$ cat config.mk
export PLATFORM = sky130hd
export DESIGN_NAME = psc_cfg_regs
export DESIGN_NICKNAME = d
export VERILOG_FILES = /design/src/design/psc_pkg.sv /design/src/design/psc_cfg_regs.sv
export SDC_FILE = /design/constraint.sdc
export NUM_CORES = 1
export LEC_CHECK = 0
export CORE_MARGIN = 2
export CORE_UTILIZATION = 60
export CTS_CLUSTER_SIZE = 24
export DETAILED_ROUTE_END_ITERATION = 6
export DONT_BUFFER_PORTS = 1
export PLACE_DENSITY_LB_ADDON = 0.08
export SLEW_MARGIN = 20
export SYNTH_ARGS = -nofsm -noshare
export SYNTH_HDL_FRONTEND = slang
export SYNTH_SLANG_ARGS = --single-unit
$ cat constraint.sdc
create_clock -name i_clk -period 1.3 [get_ports i_clk]
set_input_delay 0.13 -clock i_clk [delete_from_list [all_inputs] [get_ports i_clk]]
set_output_delay 0.13 -clock i_clk [all_outputs]
set_load 0.05 [all_outputs]
$ cat src/design/psc_pkg.sv
// ----------------------------------------------------------------------------
// psc_pkg
// Shared types and constants for the pressure sensor compensation block:
// calibration word record, register indexes and datapath widths.
// ----------------------------------------------------------------------------
package psc_pkg;

    // configuration port
    localparam int CAL_W     = 16;
    localparam int CFG_IDX_W = 3;

    // stream payloads
    localparam int RAW_W   = 24;
    localparam int TOUT_W  = 19;
    localparam int POUT_W  = 28;
    localparam int S_TDATA_W = 48;
    localparam int M_TDATA_W = 48;

    // pipeline depth, output register included
    localparam int NUM_ST = 12;

    // internal widths
    localparam int TEMP_W = 20;

    localparam logic signed [TEMP_W-1:0] TEMP_REF  = 20'sd2000;
    localparam logic signed [TEMP_W-1:0] VLOW_REF  = -20'sd1500;
    localparam logic signed [TEMP_W-1:0] VLOW_OFS  = 20'sd1500;

    // register indexes
    typedef enum logic [CFG_IDX_W-1:0] {
        REG_C1 = 3'd0,
        REG_C2 = 3'd1,
        REG_C3 = 3'd2,
        REG_C4 = 3'd3,
        REG_C5 = 3'd4,
        REG_C6 = 3'd5
    } t_cfg_idx;

    // calibration words
    typedef struct packed {
        logic [CAL_W-1:0] c1;
        logic [CAL_W-1:0] c2;
        logic [CAL_W-1:0] c3;
        logic [CAL_W-1:0] c4;
        logic [CAL_W-1:0] c5;
        logic [CAL_W-1:0] c6;
    } t_cal;

endpackage

$ cat src/design/psc_cfg_regs.sv
// ----------------------------------------------------------------------------
// psc_cfg_regs
// Holds the six calibration words; decodes the register index on each write
// and drops writes to indexes beyond the list.
// ----------------------------------------------------------------------------
module psc_cfg_regs (
    input  logic                           i_clk,
    input  logic                           i_rst_n,
    input  logic                           i_cfg_we,
    input  logic [psc_pkg::CFG_IDX_W-1:0]  i_cfg_index,
    input  logic [psc_pkg::CAL_W-1:0]      i_cfg_data,
    output psc_pkg::t_cal                  o_cal
);
    import psc_pkg::*;

    t_cal r_cal;

    // write the addressed word, ignore unknown indexes
    always_ff @(posedge i_clk) begin
        if (!i_rst_n) begin
            r_cal <= '0;
        end else if (i_cfg_we) begin
            unique case (t_cfg_idx'(i_cfg_index))
                REG_C1: begin
                    r_cal.c1 <= i_cfg_data;
                end
                REG_C2: begin
                    r_cal.c2 <= i_cfg_data;
                end
                REG_C3: begin
                    r_cal.c3 <= i_cfg_data;
                end
                REG_C4: begin
                    r_cal.c4 <= i_cfg_data;
                end
                REG_C5: begin
                    r_cal.c5 <= i_cfg_data;
                end
                REG_C6: begin
                    r_cal.c6 <= i_cfg_data;
                end
                default: begin
                    r_cal <= r_cal;
                end
            endcase
        end
    end

    assign o_cal = r_cal;

endmodule

# Word-level counts from Yosys, hierarchy flattened
# Index checks and enable logic that the tools add are counted.
[op_classes]
reduce_logical = 7
eq_ne = 5
[op_table]
columns = ["operator", "n"]
rows = [
  ["2-bit AND reduction", 6],
  ["3-bit by 2-bit equality test with 1-bit output (second input constant)", 2],
  ["3-bit equality test (second input constant)", 2],
  ["3-bit by 1-bit equality test with 1-bit output (second input constant)", 1],
  ["3-bit logical NOT", 1],
]
[word_totals]
wordCells = 18
regBits = 96
in_bits = 22
output_inout_bits = 96

# Longest topological paths before layout
[depth]
word_depth = 2
mapped_depth = 4
mapped_depth_nobuf = 2

# Least setup slack after synthesis
# No wires, ideal clock.
[synth_path]
path_kind = "in2reg"
from = "in i_cfg_index[1] in the netlist's numbering"
to = "reg r_cal, in the netlist o_cal[89]"
setup_time_ns = 0.123
n_path_buf = 2
arrival_ns = 1.057
setup_slack_ns = 0.120
stages = 4
t_required_ns = 1.177
path_cell_list = "or4b_1 -> buf_6 -> buf_12 -> mux2i_1"
[synth_via]
elab_chain_cells = 2
[synth_rtl]
columns = ["element", "line", "rtl"]
rows = [
  ["start, declared", "psc_cfg_regs.sv:10", "input logic [psc_pkg::CFG_IDX_W-1:0] i_cfg_index,"],
  ["3-bit logical NOT", "psc_cfg_regs.sv:23", "unique case (t_cfg_idx'(i_cfg_index))"],
  ["2-bit AND reduction (no source line)", "-", ""],
  ["end signal, assigned", "psc_cfg_regs.sv:43", "r_cal <= r_cal;"],
  ["end, declared", "psc_cfg_regs.sv:16", "t_cal r_cal;"],
]
# No other way between the ends.
# A chain may end at the register's enable or synchronous reset.

==> key figures <==
Worst setup path
  – Flop2flop setup slack: 20 ps
  – Crit path capture type: register
  – Startpoint types: register
  – Worst path arrival time: 1550 ps
  – Worst r2r src: o_cal[82]
  – CP max FO: 2
  – WS Path Type: reg2reg
  – Crit path required time: 1570 ps
  – RR Endpoint: o_cal[82]
  – FF-to-FF path depth: 3

Die
  – Chip Height: 80.32 um
  – Die area: 6451 um^2
  – Core ar.: 5574 um^2
  – Initial Util: 0.6269
  – I/O pin total: 118
  – # rows: 27
  – Chip Width: 80.32 um

Run status
  – Outcome: complete, no violations

Synthesis
  – Top-count cell post-synth: nand2_1
  – Post-synth ARST share: 0
  – Yosys top cell area share: 0.5499
  – #FFs+latches synth: 96
  – Post-synth top cells: nand2_1 (112), dfxtp_1 (96), mux2i_1 (96), clkbuf_1 (11), buf_2 (9)
  – Mapped Nets: 356
  – Yosys warns: 0
  – Main flop type after synthesis: dfxtp_1
  – Post-synth EDFFs: 0
  – Post-synthesis sequential area ratio: 0.5499
  – Synth area leaders: dfxtp_1 (55%), mux2i_1 (27%), nand2_1 (12%)
  – Avg Inst Size Synth: 10.46 um^2
  – Cells after Synth: 334
  – Post-Syn Area: 3495 um^2
  – Post-synth top area cell: dfxtp_1
  – Yosys cell types: 13

Drt
  – WL final: 10.53 mm
  – Detail Route Antenna Nets: 0
  – DR WL/cell: 19.15 um
  – DRC violations left: 0
  – Initial DRC count: 170
  – Vias per std cell: 5.489
  – DR pass1 iterations: 4
  – Vias: 3019

CTS
  – CTS tree: yes
  – Root Driver: clkbuf_8
  – CTS sink cnt: 96
  – Max Root-Sink Buffers: 2
  – Clk Latency, worst-skew pair: 350 ps
  – H-tree depth: 3
  – Total CTS buffers: 9
  – Clock transition at the registers of the reported paths: 80 ps

Timing
  – Setup repair after global routing missed its margin: false
  – Worst Tran Pin Value: 316.5 ps
  – Endpoints failing hold: 0
  – Skew final: 0 ps
  – Final period utilization: 0.9811
  – Relative slew slack: 0.7885
  – Endpoints failing setup: 0
  – Setup TNS: 0 ps
  – Final max-slew violation count: 0
  – F_max: 784.1 MHz
  – Fin crit period: 1275 ps

Final layout
  – # diodes: 0
  – Post-Layout Cell Count: 550
  – Flip-flop count of the largest register after layout: 96
  – Fraction of layout cells with a size suffix above 1: 0.2469
  – Area Overhead vs Synth: 41.46%
  – Fin nets: 496
  – Filler instances: 272

Power and ir drop
  – Leakage: 2.416 nW
  – Cell Pwr Density: 1126 nW/um^2
  – VDD IR max: 0.0007252 V

Placed design
  – Routability cong.: 0.7624
  – Quantity of I/O buffers inserted on ports: 0
  – DP HPWL: 5.509 mm
  – Placed insts: 484

Min path
  – Worst Hold Path EP: o_cal[22]
  – Worst min path class: in2reg
  – Worst hold stages: 2
  – Min-delay src: i_cfg_data[6]

Flow run
  – Max_cap viols: 0

Global routing
  – Via count of the first global-routing pass: 3128
  – Initial antenna violation count: 0
  – Total GRT Usage: 0.3347
  – First-pass GRT wire length: 16.02 mm
  – Pin count of the biggest net entering global routing: 68
  – Grt ovf: 0
metrics by stage:
step | setup WS, ps | hold slack (ps) | area [um^2] | total power [W] | util
floorplan | 119.7 | 372.5 | 3495 | 0.003528 | -
global placement | 135.3 | 289.1 | 4234 | 0.003627 | 0.7596
detailed placement | 106.9 | 290.4 | 4234 | 0.003637 | 0.7596
CTS | 141.7 | 59.50 | 4942 | 0.005525 | 0.8866
global route | 6.250 | 65.73 | 4943 | 0.005690 | 0.8869
finish | 24.63 | 67.06 | 4943 | 0.005565 | 0.8869
worst max-delay path, stage by stage (launching register included):
cell           delay, ps
dfxtp_1              380
nand2_1               70
dlygate4sd3_1        570
mux2i_1              170
layer usage:
| layer | track usage | share of wire | wire length, um | up-vias |
|---|---|---|---|---|
| met5 | 0 | 0 | 0 | - |
| met4 | 0.1576 | 0.031 | 323 | 0 |
| met3 | 0.07865 | 0.062 | 649 | 32 |
| met2 | 0.6050 | 0.52 | 5472 | 137 |
| met1 | 0.3669 | 0.39 | 4088 | 1472 |
| li1 | - | - | - | 1378 |
logic make-up (layout without fill, tap and decap cells):
group | count (synthesis) | count (layout) | synth area share
buffers and inverters | 24 | 168 | 0.03688
DFF | 96 | 96 | 0.5499
muxes | 96 | 96 | 0.2750
and+or+nand+nor | 118 | 118 | 0.1382
cells in the final DEF (no fill, tap or decap), drive strengths merged:
cell type      n
nand2        112
buf          103
mux2i         96
dfxtp         96
dlygate4sd3   50
clkbuf        12
nand4bb        2
nand4b         2
or4b           1
and4bb         1
clkinvlp       1
clkinv         1
bufinv         1
timing repair:
action | 4_1_cts | 5_1_grt
gates resized for setup | 0 | 1
setup buffers | 0 | 0
setup endpoints to repair | 0 | 1
hold buffers | 51 | 0
endpoints found under the hold margin | 96 | 0
power breakdown:
| part | leakage, nW | internal, W | switching, W |
|---|---|---|---|
| Clock | 0.0925 | 0.000932 | 0.000991 |
| Sequential | 0.777 | 0.00300 | 0.0000400 |
| Combinational | 1.55 | 0.000189 | 0.000410 |
| Total | 2.42 | 0.00412 | 0.00144 |
final cells by class:
class                   count  area (um^2)  area share
clock buffers              12        145.1     0.02936
well taps                  72        90.09     0.01822
clock inverters             3        42.54    0.008605
repair buffers            153         1299      0.2627
flip-flops and latches     96         1923      0.3890
multi-input cells         214         1444      0.2921
worst max-delay path by stage:
| stage | cells past startpoint | startpoint | end | slack [ps] |
|---|---|---|---|---|
| global route | 3 | o_cal[82] | o_cal[82] | 6 |
| floorplan | 4 | i_cfg_index[1] | o_cal[89] | 120 |
| detailed placement | 3 | i_cfg_index[1] | o_cal[86] | 110 |
| finish | 3 | o_cal[82] | o_cal[82] | 20 |
| CTS | 3 | o_cal[82] | o_cal[82] | 140 |
| global placement | 3 | i_cfg_index[1] | o_cal[89] | 140 |
(Power assumes the default switching activity.)
